--- config.mk ---
export PLATFORM = sky130hd
export DESIGN_NAME = uart_receiver_with_fifo
export DESIGN_NICKNAME = d
export VERILOG_FILES = /design/src/sv/uartrx_pkg.sv /design/src/sv/uartrx_front.sv /design/src/sv/uartrx_queue.sv /design/src/sv/uartrx_back.sv /design/src/sv/uart_receiver_with_fifo.sv
export SDC_FILE = /design/constraint.sdc
export NUM_CORES = 1
export LEC_CHECK = 0
export BUFFER_PORTS_ARGS = -buffer_cell sky130_fd_sc_hd__buf_2
export CORE_ASPECT_RATIO = 1.2
export CORE_UTILIZATION = 50
export CTS_CLUSTER_SIZE = 20
export DETAILED_ROUTE_END_ITERATION = 7
export PLACE_DENSITY = 0.77
export SYNTH_ARGS = -nofsm -noshare
export SYNTH_HDL_FRONTEND = slang
export SYNTH_SLANG_ARGS = --single-unit
--- constraint.sdc ---
create_clock -name clk -period 5.55 [get_ports clk]
set_input_delay 0.2775 -clock clk [delete_from_list [all_inputs] [get_ports clk]]
set_output_delay 0.2775 -clock clk [all_outputs]
set_load 0.005 [all_outputs]
--- src/sv/uartrx_pkg.sv ---
// Package for the 8N1 serial receiver with receive ring.
// Holds the frame phase type, register indexes and the request passed from front to back.
// No dependencies.
`default_nettype none

package uartrx_pkg;

    localparam int DATA_W    = 8;
    localparam int CFG_IDX_W = 1;
    localparam int QDEPTH    = 2;

    // Configuration register indexes.
    localparam logic [CFG_IDX_W-1:0] CFG_FIRST_SAMPLE_DELAY = 1'b0;
    localparam logic [CFG_IDX_W-1:0] CFG_BIT_PERIOD         = 1'b1;

    // Frame phase: idle, eight data bits (the next sample is that bit), stop period.
    typedef enum logic [3:0] {
        PH_IDLE = 4'd0,
        PH_BIT0 = 4'd1,
        PH_BIT1 = 4'd2,
        PH_BIT2 = 4'd3,
        PH_BIT3 = 4'd4,
        PH_BIT4 = 4'd5,
        PH_BIT5 = 4'd6,
        PH_BIT6 = 4'd7,
        PH_BIT7 = 4'd8,
        PH_STOP = 4'd9
    } phase_t;

    // One tick's work for the ring side.
    typedef struct packed {
        logic              pop;
        logic              push;
        logic [DATA_W-1:0] data;
        logic              frame_active;
    } uartrx_req_t;

endpackage

`default_nettype wire

--- src/sv/uartrx_front.sv ---
// Front part of the receiver: configuration registers and the frame deserialiser.
// Turns each accepted tick into a ring request. Depends on uartrx_pkg.
`default_nettype none

module uartrx_front (
    input  wire logic                             clk,
    input  wire logic                             rst_n,
    input  wire logic                             cfg_we,
    input  wire logic [uartrx_pkg::CFG_IDX_W-1:0] cfg_index,
    input  wire logic [uartrx_pkg::DATA_W-1:0]    cfg_wdata,
    input  wire logic                             accept,
    input  wire logic                             rx_line,
    input  wire logic                             pop_req,
    output uartrx_pkg::uartrx_req_t               req
);
    import uartrx_pkg::*;

    logic [DATA_W-1:0] first_delay_reg;
    logic [DATA_W-1:0] bit_period_reg;
    phase_t            phase_reg,     phase_next;
    logic [DATA_W-1:0] shifter_reg,   shifter_next;
    logic [DATA_W-1:0] countdown_reg, countdown_next;
    logic              prev_line_reg, prev_line_next;
    logic [DATA_W-1:0] countdown_dec;
    logic              push;

    always_ff @(posedge clk or negedge rst_n)
    begin
        if (!rst_n)
        begin
            first_delay_reg <= 8'd156;
            bit_period_reg  <= 8'd104;
        end
        else if (cfg_we)
        begin
            if (cfg_index == CFG_FIRST_SAMPLE_DELAY)
            begin
                first_delay_reg <= cfg_wdata;
            end
            else if (cfg_index == CFG_BIT_PERIOD)
            begin
                bit_period_reg <= cfg_wdata;
            end
        end
    end

    always_ff @(posedge clk or negedge rst_n)
    begin
        if (!rst_n)
        begin
            phase_reg     <= PH_IDLE;
            shifter_reg   <= '0;
            countdown_reg <= '0;
            prev_line_reg <= 1'b1;
        end
        else if (accept)
        begin
            phase_reg     <= phase_next;
            shifter_reg   <= shifter_next;
            countdown_reg <= countdown_next;
            prev_line_reg <= prev_line_next;
        end
    end

    assign countdown_dec = countdown_reg - 8'd1;

    always_comb
    begin
        phase_next     = phase_reg;
        shifter_next   = shifter_reg;
        countdown_next = countdown_reg;
        prev_line_next = rx_line;
        push           = 1'b0;
        if (phase_reg == PH_IDLE)
        begin
            // Only a fresh falling edge opens a frame.
            if (prev_line_reg && !rx_line)
            begin
                phase_next     = PH_BIT0;
                shifter_next   = '0;
                countdown_next = first_delay_reg;
            end
        end
        else if (countdown_dec == '0)
        begin
            countdown_next = bit_period_reg;
            if (phase_reg != PH_STOP)
            begin
                shifter_next = {rx_line, shifter_reg[DATA_W-1:1]};
                push         = (phase_reg == PH_BIT7);
                phase_next   = phase_t'(phase_reg + 4'd1);
            end
            else
            begin
                phase_next = PH_IDLE;
            end
        end
        else
        begin
            countdown_next = countdown_dec;
        end
    end

    always_comb
    begin
        req.pop          = pop_req;
        req.push         = push;
        req.data         = shifter_next;
        req.frame_active = (phase_next != PH_IDLE);
    end

endmodule

`default_nettype wire

--- src/sv/uartrx_queue.sv ---
// Two-entry request queue between the front and back parts.
// Depends on uartrx_pkg for the request type.
`default_nettype none

module uartrx_queue (
    input  wire logic                     clk,
    input  wire logic                     rst_n,
    input  wire logic                     push,
    input  wire uartrx_pkg::uartrx_req_t  push_data,
    output logic                          full,
    input  wire logic                     pop,
    output uartrx_pkg::uartrx_req_t       pop_data,
    output logic                          not_empty
);
    import uartrx_pkg::*;

    uartrx_req_t entry_reg [QDEPTH];
    logic        wr_ptr_reg, wr_ptr_next;
    logic        rd_ptr_reg, rd_ptr_next;
    logic [1:0]  count_reg,  count_next;

    always_ff @(posedge clk)
    begin
        if (push)
        begin
            entry_reg[wr_ptr_reg] <= push_data;
        end
    end

    always_ff @(posedge clk or negedge rst_n)
    begin
        if (!rst_n)
        begin
            wr_ptr_reg <= 1'b0;
            rd_ptr_reg <= 1'b0;
            count_reg  <= 2'd0;
        end
        else
        begin
            wr_ptr_reg <= wr_ptr_next;
            rd_ptr_reg <= rd_ptr_next;
            count_reg  <= count_next;
        end
    end

    always_comb
    begin
        wr_ptr_next = push ? ~wr_ptr_reg : wr_ptr_reg;
        rd_ptr_next = pop  ? ~rd_ptr_reg : rd_ptr_reg;
        count_next  = count_reg + {1'b0, push} - {1'b0, pop};
    end

    assign full      = (count_reg == 2'(QDEPTH));
    assign not_empty = (count_reg != 2'd0);
    assign pop_data  = entry_reg[rd_ptr_reg];

    a_no_overflow: assert property (@(posedge clk) disable iff (!rst_n)
        full |-> !push)
        else $error("request queue written while full");

    a_no_underflow: assert property (@(posedge clk) disable iff (!rst_n)
        !not_empty |-> !pop)
        else $error("request queue read while empty");

endmodule

`default_nettype wire

--- src/sv/uartrx_back.sv ---
// Back part of the receiver: the receive ring and the result register.
// Serves the pop before the push of each request. Depends on uartrx_pkg.
`default_nettype none

module uartrx_back #(
    parameter int RING_DEPTH = 16
) (
    input  wire logic                          clk,
    input  wire logic                          rst_n,
    input  wire logic                          req_avail,
    input  wire uartrx_pkg::uartrx_req_t       req,
    output logic                               take,
    output logic                               out_valid,
    input  wire logic                          out_stall,
    output logic [uartrx_pkg::DATA_W-1:0]      popped_byte,
    output logic                               popped_valid,
    output logic                               ring_not_empty,
    output logic                               frame_active
);
    import uartrx_pkg::*;

    localparam int PTR_W = (RING_DEPTH > 1) ? $clog2(RING_DEPTH) : 1;
    localparam logic [PTR_W-1:0] PTR_LAST = PTR_W'(RING_DEPTH - 1);

    logic [DATA_W-1:0] ring_mem [RING_DEPTH];
    logic [DATA_W-1:0] rd_data_reg;
    logic [PTR_W-1:0]  rp_reg, rp_next;
    logic [PTR_W-1:0]  wp_reg, wp_next;
    logic [PTR_W-1:0]  rp_inc, wp_inc;
    logic              do_pop, do_push;
    logic              out_valid_reg;
    logic              popped_valid_reg;
    logic              not_empty_reg;
    logic              frame_active_reg;

    assign take = req_avail && (!out_valid_reg || !out_stall);

    always_comb
    begin
        rp_inc  = (rp_reg == PTR_LAST) ? '0 : rp_reg + PTR_W'(1);
        wp_inc  = (wp_reg == PTR_LAST) ? '0 : wp_reg + PTR_W'(1);
        do_pop  = req.pop && (rp_reg != wp_reg);
        rp_next = do_pop ? rp_inc : rp_reg;
        // One slot stays empty; a byte that finds the ring full is dropped.
        do_push = req.push && (wp_inc != rp_next);
        wp_next = do_push ? wp_inc : wp_reg;
    end

    always_ff @(posedge clk)
    begin
        if (take && do_push)
        begin
            ring_mem[wp_reg] <= req.data;
        end
    end

    always_ff @(posedge clk)
    begin
        if (take && do_pop)
        begin
            rd_data_reg <= ring_mem[rp_reg];
        end
    end

    always_ff @(posedge clk or negedge rst_n)
    begin
        if (!rst_n)
        begin
            rp_reg           <= '0;
            wp_reg           <= '0;
            out_valid_reg    <= 1'b0;
            popped_valid_reg <= 1'b0;
            not_empty_reg    <= 1'b0;
            frame_active_reg <= 1'b0;
        end
        else if (take)
        begin
            rp_reg           <= rp_next;
            wp_reg           <= wp_next;
            out_valid_reg    <= 1'b1;
            popped_valid_reg <= do_pop;
            not_empty_reg    <= (rp_next != wp_next);
            frame_active_reg <= req.frame_active;
        end
        else if (!out_stall)
        begin
            out_valid_reg <= 1'b0;
        end
    end

    assign out_valid      = out_valid_reg;
    assign popped_valid   = popped_valid_reg;
    assign popped_byte    = popped_valid_reg ? rd_data_reg : '0;
    assign ring_not_empty = not_empty_reg;
    assign frame_active   = frame_active_reg;

    a_flag_tracks_ptrs: assert property (@(posedge clk) disable iff (!rst_n)
        take |=> (not_empty_reg == (rp_reg != wp_reg)))
        else $error("ring_not_empty disagrees with the ring pointers");

    a_pop_needs_data: assert property (@(posedge clk) disable iff (!rst_n)
        (take && req.pop && (rp_reg == wp_reg)) |=> !popped_valid_reg)
        else $error("pop served from an empty ring");

endmodule

`default_nettype wire

--- src/sv/uart_receiver_with_fifo.sv ---
// Top level of the 8N1 serial receiver with receive ring.
// Instantiates uartrx_front, uartrx_queue and uartrx_back; depends on uartrx_pkg.
//
//   Channel   Handshake            Payload
//   -------   ------------------   ---------------------------------------------------
//   in        in_valid / in_stall  rx_line, pop_req (one line tick per request)
//   out       out_valid/out_stall  popped_byte, popped_valid, ring_not_empty, frame_active
//   cfg       cfg_we               cfg_index, cfg_wdata (0: first sample delay, 1: bit period)
//
// One tick request is taken every clock cycle while in_stall is low. It is written into
// the front-to-back queue; when the output can move, the back part takes it and loads the
// result registers and the ring read data together, which then drive the output.
// Reset (rst_n low) empties the ring, returns the deserialiser to idle and loads
// the default timing of 156 and 104 ticks; the ring storage itself is not cleared.
// A stall on the output holds the result register; the two-entry queue then fills
// and in_stall rises, so the line deserialiser never advances without a free slot.
`default_nettype none

module uart_receiver_with_fifo #(
    parameter int RING_DEPTH = 16
) (
    input  wire logic                             clk,
    input  wire logic                             rst_n,
    input  wire logic                             cfg_we,
    input  wire logic [uartrx_pkg::CFG_IDX_W-1:0] cfg_index,
    input  wire logic [uartrx_pkg::DATA_W-1:0]    cfg_wdata,
    input  wire logic                             in_valid,
    output logic                                  in_stall,
    input  wire logic                             rx_line,
    input  wire logic                             pop_req,
    output logic                                  out_valid,
    input  wire logic                             out_stall,
    output logic [uartrx_pkg::DATA_W-1:0]         popped_byte,
    output logic                                  popped_valid,
    output logic                                  ring_not_empty,
    output logic                                  frame_active
);
    import uartrx_pkg::*;

    uartrx_req_t front_req;
    uartrx_req_t back_req;
    logic        accept;
    logic        q_full;
    logic        q_not_empty;
    logic        back_take;

    // The front only advances on requests that find room in the queue.
    assign in_stall = q_full;
    assign accept   = in_valid && !q_full;

    uartrx_front u_front (
        .clk       (clk),
        .rst_n     (rst_n),
        .cfg_we    (cfg_we),
        .cfg_index (cfg_index),
        .cfg_wdata (cfg_wdata),
        .accept    (accept),
        .rx_line   (rx_line),
        .pop_req   (pop_req),
        .req       (front_req)
    );

    // Decouples the line timing from output back-pressure.
    uartrx_queue u_queue (
        .clk       (clk),
        .rst_n     (rst_n),
        .push      (accept),
        .push_data (front_req),
        .full      (q_full),
        .pop       (back_take),
        .pop_data  (back_req),
        .not_empty (q_not_empty)
    );

    // The back applies pop then push to the ring, in request order.
    uartrx_back #(
        .RING_DEPTH (RING_DEPTH)
    ) u_back (
        .clk            (clk),
        .rst_n          (rst_n),
        .req_avail      (q_not_empty),
        .req            (back_req),
        .take           (back_take),
        .out_valid      (out_valid),
        .out_stall      (out_stall),
        .popped_byte    (popped_byte),
        .popped_valid   (popped_valid),
        .ring_not_empty (ring_not_empty),
        .frame_active   (frame_active)
    );

endmodule

`default_nettype wire

### Word level (Yosys, flattened, before mapping)

Memories as Yosys holds them, arrays and structs flattened. A register that Yosys moved wholly into a read port is not among the register bits.
Cells that the tools add are included.

* $add $sub $neg: 6
* equality and inequality tests: 10
* mux-type cells: 25
* bitwise logic cells: 3
* reductions and logical operators: 19

Operators with widths (number)
* 8-bit two-way mux: 8
* 4-bit two-way mux: 8
* 4-bit by 1-bit adder with 4-bit output (second input constant): 3
* 4-bit == test (second input constant): 3
* 4-bit != test: 3
* 1-bit two-way mux: 9
* 8-bit zero test: 1
* 8-bit by 1-bit subtractor with 8-bit output (second input constant): 1
* 1-bit logical AND: 7
* 2-bit AND reduction: 3
* 1-bit zero test: 4
* 4-bit zero test: 1
* 4-bit != test (second input constant): 1
* 4-bit nonzero test: 1
* 1-bit NOT: 3
* 2-bit by 1-bit adder with 2-bit output: 1
* 2-bit == test (second input constant): 1
* 2-bit by 1-bit != test with 1-bit output (second input constant): 1
* 2-bit != test (second input constant): 1
* 2-bit nonzero test: 1
* 2-bit by 1-bit subtractor with 2-bit output: 1
* 1-bit logical OR: 1

* bits in registers: 53
* bits in writable memories: 150
* bits of input ports: 16
* output and inout port bits: 13
* logic and storage cells: 80
* memories: 2

Memory list
* u_back.ring_mem: words 16, bits a word 8, read ports 1, clocked after memory_dff 1, write ports 1, line uartrx_back.sv:25 `logic [DATA_W-1:0] ring_mem [RING_DEPTH];`
* u_queue.entry_reg: words 2, bits a word 11, read ports 1, clocked after memory_dff 0, write ports 1, line uartrx_queue.sv:17 `uartrx_req_t entry_reg [QDEPTH];`

### Longest topological paths before layout

Gate-level depths: netlist of the first run.

* depth after elaboration: 8
* gate-level depth with buffers: 9

### By module

Synthesis of the first run repeated with hierarchy kept, for this count alone.

* cell total of the unflattened synthesis: 595
* area total of the unflattened synthesis: 9480.3 um^2

Modules (own cells, without submodules)
* uartrx_back: instances 1, cells each 304, area each 6211.0 um^2, seq. area each 4384.2 um^2
* uartrx_front: instances 1, cells each 241, area each 2227.1 um^2, seq. area each 935.9 um^2
* uartrx_queue: instances 1, cells each 49, area each 1028.5 um^2, seq. area each 760.7 um^2
* uart_receiver_with_fifo: instances 1, cells each 1, area each 13.8 um^2, seq. area each 0.0 um^2

### Worst setup path after synthesis of the first run

Ideal clock, no wire load.

* path type: flip-flop to flip-flop
* from: register u_back.wp_reg[0]
* to: memory u_back.ring_mem[0][0], enable pin
* arrival time: 2.775 ns
* required time: 5.155 ns
* slack: 2.380 ns
* cell stages (with the launch flop): 8
* path buffers: 1
* period minus slack after synthesis: 3.170 ns
* cell sequence: dfrtp_1 -> buf_2 -> xnor2_1 -> and4_1 -> nor4b_2 -> nor4_1 -> o41ai_4 -> nor4_1

* cells in the longest elaborated chain, start to end: 8
* elaborated cells between the ends (all ways): 11
* those cells by class: add/sub (1); eq/ne (3); mux (4); reduce/logical (3)

RTL lines
* from (decl): line uartrx_back.sv:28 `logic [PTR_W-1:0] wp_reg, wp_next;`
* from (signal assigned): line uartrx_back.sv:79 `wp_reg <= wp_next;`
* parallel branches: the longest is 8 deep, another holds 4-bit by 1-bit adder with 4-bit output
* to (decl): line uartrx_back.sv:25

Parallel ways; which one is timed is not known.

### Final worst setup path of the first run

* from: register u_queue.rd_ptr_reg
* to: memory u_back.ring_mem[5][0], enable pin

* cells in the longest elaborated chain, start to end: 8

RTL lines
* from (decl): line uartrx_queue.sv:19 `logic rd_ptr_reg, rd_ptr_next;`
* from (signal assigned): line uartrx_queue.sv:41 `rd_ptr_reg <= rd_ptr_next;`
* memory read 2 x 11 bit (*)
* 1-bit logical AND: line uartrx_back.sv:42 `do_pop = req.pop && (rp_reg != wp_reg);`
* 4-bit two-way mux: line uartrx_back.sv:43 `rp_next = do_pop ? rp_inc : rp_reg;`
* 4-bit != test: line uartrx_back.sv:45 `do_push = req.push && (wp_inc != rp_next);`
* 1-bit logical AND (*): line uartrx_back.sv:45
* 1-bit logical AND (*): line uartrx_back.sv:51 `if (take && do_push)`
* 1-bit two-way mux (*): line uartrx_back.sv:51
* 1-bit two-way mux (implied by the code) (*): line uartrx_back.sv:53 `ring_mem[wp_reg] <= req.data;`

Mark *: on every way between the ends. The rest lies on a longest branch, timed or not.

==> results of run 1 <==
-- worst paths after layout --
kind / start / end / slack [ps] / cells past startpoint
max: u_queue.rd_ptr_reg / u_back.ring_mem[5][0] / 1510 / 7
min: cfg_wdata[3] / u_front.bit_period_reg[3] / 20 / 2
max reg2reg: u_queue.rd_ptr_reg / u_back.ring_mem[5][0] / 1510 / 7
min reg2reg: u_front.prev_line_reg / u_front.prev_line_reg / 470 / 2
max in group asynchronous: rst_n / u_back.rp_reg[0] / 4650 / 3
min in group asynchronous: rst_n / u_front.bit_period_reg[7] / 410 / 3
-- per-stage QoR --
step,std cells,power [W],hold slack (ps)
after floorplan,566,0.00367,-18.1
after global placement,800,0.00410,433
after detailed placement,800,0.00418,446
after CTS,846,0.00548,4.36
after global routing,846,0.00571,13.3
final,846,0.00547,15.0
-- critical path, stage by stage, from the launching register on --
cell	delay, ps
dfrtp_1	670
mux2_2	420
and2_1	200
nor4b_2	180
nor4_1	720
o41ai_4	320
buf_4	240
nor3_1	890
-- timing repair --
action	in CTS	in global routing
hold buffers	9	0
setup buffers	0	0
endpoints found under the hold margin	57	0
-- layout make-up --
type,instances,area share
Inverter,29,0.0107
Clock buffer,27,0.0549
Timing Repair Buffer,47,0.0300
Tap cell,220,0.0271
Multi-Input combinational cell,302,0.274
Sequential cell,211,0.598
Clock inverter,10,0.00517
-- cells in the final DEF, fill, tap and decap left out, types with 8 or more instances in the layout --
master,netlist,final
a21oi_1,18,18
and2_1,10,10
buf_2,6,28
buf_4,1,10
clkbuf_16,0,21
dfrtp_1,45,44
dfstp_2,8,8
dlygate4sd3_1,0,9
edfxtp_1,158,158
ha_1,9,9
inv_1,28,28
mux2_2,28,28
mux4_2,40,40
nand2_1,32,32
nand3_1,14,14
nor2_1,18,18
nor3_1,18,18
o21ai_0,15,15
xnor2_1,12,12
-- cells by family (layout without fill, tap and decap cells) --
family | after synthesis | count (layout)
compound gates | 77 | 77
mux | 77 | 77
fa+ha+maj | 9 | 9
simple gates | 122 | 122
xor+xnor | 17 | 17
flops | 211 | 211
buf+inv | 53 | 113
-- metal layers --
layer	wire length, microns	vias to the layer above
met3	1050	24
met4	315	0
met1	7090	2639
met5	0	-
li1	-	2284
met2	9970	184
-- power by group --
part | switching, W | internal (W)
registers | 0.000232 | 0.00212
clock network | 0.000576 | 0.000711
logic | 0.00106 | 0.000766
total | 0.00187 | 0.00360
==> flow_metrics.py, run 1 <==
metrics = {
    "sta": {
        "finalSetupTns_ps": 0,
        "timing.final.ws_setup_ps": 1510,
        "post-route-period-util": 0.728,
        "worst_slew_margin_rel": 0.180,
        "timing_hold_violations_final": 0,
        "worst_pin_slew_ps": 1220,
        "final.setup_skew_ps": 36.6,
        "grt_setup_unrepaired": "false",
        "setup_viols_final": 0,
        "final_max_slew_viol_count": 0,
        "maxClockFrequency_mhz": 247,
        "layout_min_cycle_time_ps": 4040,
    },
    "logic_synthesis": {
        "netlist.top_cell.by_area": "edfxtp_1",
        "synth-seq-area-share": 0.670,
        "synth_async_sr_flop_share": 0.251,
        "synthXorXnorAreaFrac": 0.0181,
        "syn-mean-instance-area_sq_um": 16.0,
        "synth_compound_area_frac": 0.0616,
        "post_synth_num_cell_types": 59,
        "synth_adder_area_share": 0.0124,
        "syn-num-nets": 591,
        "synth_area_in_simple_gates": 0.0699,
        "synth-edff-count": 158,
        "combined_area_of_all_synthesized_cells_sq_mm": 0.00908,
        "synthesis.yosys.warnings": 0,
        "synth_mux_area_frac": 0.145,
        "synth.top_cells.by_count": "edfxtp_1 (158), dfrtp_1 (45), mux4_2 (40)",
        "yosysMostFrequentCell": "edfxtp_1",
        "synth_largest_type_area_fraction": 0.523,
        "synth_ff_type": "edfxtp_1",
        "synth_top_family_by_area": "multiplexers",
        "postSynthRegisterBits": 211,
        "synthCells": 566,
        "synth_top_cells_by_area": "edfxtp_1 (52%), dfrtp_1 (12%), mux4_2 (9.9%)",
    },
    "finish": {
        "layout.nets": 637,
        "multiInputGateArea_sq_mm": 0.00279,
        "seq_area_sq_mm": 0.00608,
        "layout.filler_cells": 1345,
        "area_delta_synth_final_pct": 12.0,
        "insertedDiodeCount": 0,
        "layout.core_utilization": 0.576,
        "final_layout_size_suffix_gt1_frac": 0.246,
        "final_area_sq_mm": 0.0102,
        "max_ffs_per_register": 128,
    },
    "min_path": {
        "worstHoldPathType": "in -> reg",
    },
    "grt": {
        "global_route.usage.met2": 0.379,
        "globalRouteOverflowTotal": 0,
        "first_pass_grt_wire_length_mm": 28.8,
        "grt_max_degree": 54,
        "track_usage": 0.203,
        "use_met3": 0.0304,
        "antenna_violations_before_repair": 0,
        "gr-max-usage-layer": "met2",
        "grt_pass1_vias": 5172,
        "grt_use_met1": 0.247,
    },
    "cts": {
        "clock_sink_count": 211,
        "tritoncts": "yes",
        "numCtsBuffers": 21,
        "ctsHtreeMaxLevel": 1,
        "path_clk_slew_ps": 60,
        "clock_latency_reported_for_the_late_side_of_the_worst_skew_pair_ps": 520,
        "ctsLongestPathBuffers": 3,
        "root_buffer_master": "clkbuf_16",
        "ctsResizeCount": 0,
    },
    "route": {
        "detail_route.vias_per_cell": 6.07,
        "routed-via-count": 5131,
        "drt_iter0_markers": 370,
        "wl_mm": 18.4,
        "post_drt_wl_per_cell_microns": 21.8,
        "antenna_violating_nets_post_route": 0,
        "pre_antenna_drt_iters": 7,
        "route.detailed.drc": 6,
    },
    "placement": {
        "post_dp_cell_area_sq_mm": 0.00947,
        "gpl.final_weighted_congestion": 0.926,
        "dp.final_hpwl_mm": 12.1,
        "dp_worst_setup_slack_ps": 1560,
        "placement.io_buffers": 28,
    },
    "setup_path": {
        "worst_ep_arrival_time_ps": 4140,
        "endpoint_kind": "flop",
        "critical_path_peak_fanout": 15,
        "setup.worst_path.start_class": "flop",
        "required_ps": 5650,
        "worst-setup-path-type": "reg -> reg",
    },
    "floorplan": {
        "standard_cell_rows": 53,
        "die_area_sq_mm": 0.0187,
        "ioPinCount": 29,
        "design.core.area_sq_mm": 0.0176,
        "initial_utilization": 0.515,
        "chipHeight_microns": 150,
        "die_w_microns": 125,
    },
    "status": {
        "outcome": "finished with violations",
        "violations": "design-rule violations",
    },
    "power_and_ir_drop": {
        "power.density_cell_area_mw_per_mm2": 538,
        "ir_worst_vdd_v": 0.000360,
        "static-leakage-power_nw": 3.61,
    },
    "run": {
        "cap_viol_max_count": 0,
    },
}
(Power assumes the default switching activity.)
==> run 2: changes to the inputs <==
PLACE_DENSITY = 0.8   (was 0.77)
clock period = 3.7 ns   (was 5.55 ns; I/O delays follow)
==> run 2 against run 1 <==
Against the previous run:
- the run still ends with design-rule violations left
- critical path depth is 1 higher
- largest power group unchanged
- count of clock-buffer cells in the layout rose by 4
- hold slack better by 150 ps
- design area rose by 2.0%
==> flow_metrics.py, run 2 (synthesis results as in run 1) <==
metrics = {
    "cts": {
        "root_buffer_master": "clkbuf_16",
        "numCtsBuffers": 21,
        "clock_latency_reported_for_the_late_side_of_the_worst_skew_pair_ps": 500,
        "tritoncts": "yes",
        "clock_sink_count": 211,
        "post-cts-setup-buffer-count": 0,
        "ctsLongestPathBuffers": 3,
        "ctsHtreeMaxLevel": 1,
        "path_clk_slew_ps": 60,
    },
    "route": {
        "routed-wl-met3_microns": 934,
        "maxUsedRoutingLayer": "met4",
        "detail_route.vias_per_cell": 5.94,
        "pre_antenna_drt_iters": 7,
        "antenna_violating_nets_post_route": 0,
        "post_drt_wl_per_cell_microns": 21.5,
        "wl_mm": 18.6,
        "drt_iter0_markers": 389,
        "route.detailed.drc": 5,
        "total_met2_wirelength_after_detailed_routing_mm": 10.0,
        "routed-via-count": 5134,
        "met1Wirelength_mm": 7.08,
    },
    "floorplan": {
        "design.core.area_sq_mm": 0.0176,
        "chipHeight_microns": 150,
        "standard_cell_rows": 53,
        "initial_utilization": 0.515,
        "ioPinCount": 29,
        "die_area_sq_mm": 0.0187,
        "die_w_microns": 125,
    },
    "finish": {
        "layout.cells.most_common": "edfxtp_1",
        "seq_area_sq_mm": 0.00608,
        "layout.nets": 655,
        "area_delta_synth_final_pct": 14.3,
        "multiInputGateArea_sq_mm": 0.00279,
        "final_layout_size_suffix_gt1_frac": 0.264,
        "max_ffs_per_register": 128,
        "layout.filler_cells": 1297,
        "insertedDiodeCount": 0,
        "most-common-layout-cells": "edfxtp_1 (158), dfrtp_1 (44), mux4_2 (40)",
    },
    "run": {
        "cap_viol_max_count": 0,
    },
    "min_path": {
        "worstHoldPathType": "in -> reg",
    },
    "sta": {
        "final_max_slew_viol_count": 0,
        "final.setup_skew_ps": 17.2,
        "finalSetupTns_ps": 0,
        "layout_min_cycle_time_ps": 3260,
        "worst_pin_slew_ps": 961,
        "grt_setup_unrepaired": "false",
        "worst_slew_margin_rel": 0.355,
        "timing_hold_violations_final": 0,
        "setup_viols_final": 0,
        "post-route-period-util": 0.881,
        "maxClockFrequency_mhz": 307,
        "timing.final.ws_setup_ps": 441,
    },
    "setup_path": {
        "required_ps": 3900,
        "critPathMaxStageDelay_ps": 680,
        "reg2reg_setup_slack_ps": 440,
        "crit_slowest_cell": "nor4_1",
        "worst-setup-path-type": "reg -> reg",
        "worst_ep_arrival_time_ps": 3460,
        "endpoint_kind": "flop",
        "crit_path_cell_trace": "mux2_2, and2_1, nor4b_2, nor4_1, o41ai_4, buf_4, nor4_1, buf_4",
        "setup.worst_path.start_class": "flop",
        "critical_path_peak_fanout": 19,
    },
    "grt": {
        "globalRouteOverflowTotal": 0,
        "track_usage": 0.208,
        "first_pass_grt_wire_length_mm": 29.5,
        "grt_max_degree": 54,
        "antenna_violations_before_repair": 0,
        "grt_pass1_vias": 5353,
    },
    "power_and_ir_drop": {
        "power.density_cell_area_mw_per_mm2": 808,
        "static-leakage-power_nw": 3.72,
        "ir_worst_vdd_v": 0.000442,
    },
    "status": {
        "outcome": "finished with violations",
        "violations": "design-rule violations",
    },
    "placement": {
        "dp_worst_setup_slack_ps": 468,
        "placement.io_buffers": 28,
        "dp.final_hpwl_mm": 12.2,
        "gpl.final_weighted_congestion": 0.904,
    },
}
run 2: cell count changes in the layout (fill, tap and decap cells not counted), sizes merged:
cell / change
buf: +15
clkinv: -6
clkbuf: +4
dlygate4sd3: +3
bufinv: +2
clkinvlp: +1
inv: -1
run 2: repair_timing:
item,CTS,global route
hold endpoints to repair,65,0
hold buffers,12,0
gates resized for setup,0,0
run 2: path summary, 6_finish.rpt:
path	from	endpoint	cells past startpoint
max	u_queue.rd_ptr_reg	u_back.ring_mem[0][6]	8
max reg2reg	u_queue.rd_ptr_reg	u_back.ring_mem[0][6]	8
min	in_valid	u_front.prev_line_reg	4
min reg2reg	u_front.prev_line_reg	u_front.prev_line_reg	2
max in group asynchronous	rst_n	u_back.rp_reg[0]	3
min in group asynchronous	rst_n	u_front.bit_period_reg[7]	3
run 2: cell type report:
| cell class | count | share of cell area |
|---|---|---|
| Sequential cell | 211 | 0.586 |
| Inverter | 29 | 0.0105 |
| Timing Repair Buffer | 65 | 0.0432 |
| Clock buffer | 31 | 0.0569 |
| Clock inverter | 6 | 0.00772 |
| Multi-Input combinational cell | 302 | 0.269 |
| Tap cell | 220 | 0.0265 |
run 2: stage by stage:
stage	power [W]	utilization	area (sq um)	hold WS, ps	std cells
2_1_floorplan	0.00550	-	9080	-111	566
3_3_place_gp	0.00620	0.543	9580	345	815
3_5_place_dp	0.00632	0.543	9580	355	815
4_1_cts	0.00842	0.588	10400	150	864
5_1_grt	0.00877	0.588	10400	234	864
6_report	0.00838	0.588	10400	167	864
run 2: critical path, delay by kind of cell, from the launching register on:
| kind | cells | cell delay [ps] |
|---|---|---|
| compound gates | 1 | 150 |
| buf+inv | 2 | 470 |
| flops | 1 | 670 |
| mux | 1 | 410 |
| simple gates | 4 | 1260 |
run 2: where the power goes:
part	switching [W]	leakage (nW)	internal (W)	total, W
Clock	0.000840	0.325	0.00124	0.00208
Combinational	0.00161	1.33	0.00117	0.00278
Sequential	0.000340	2.06	0.00318	0.00352
run 2: routing by layer:
| layer | vias up | global-route usage |
|---|---|---|
| met4 | 0 | 0.0762 |
| met5 | - | 0 |
| met1 | 2589 | 0.252 |
| met3 | 38 | 0.0290 |
| met2 | 174 | 0.380 |
| li1 | 2333 | - |
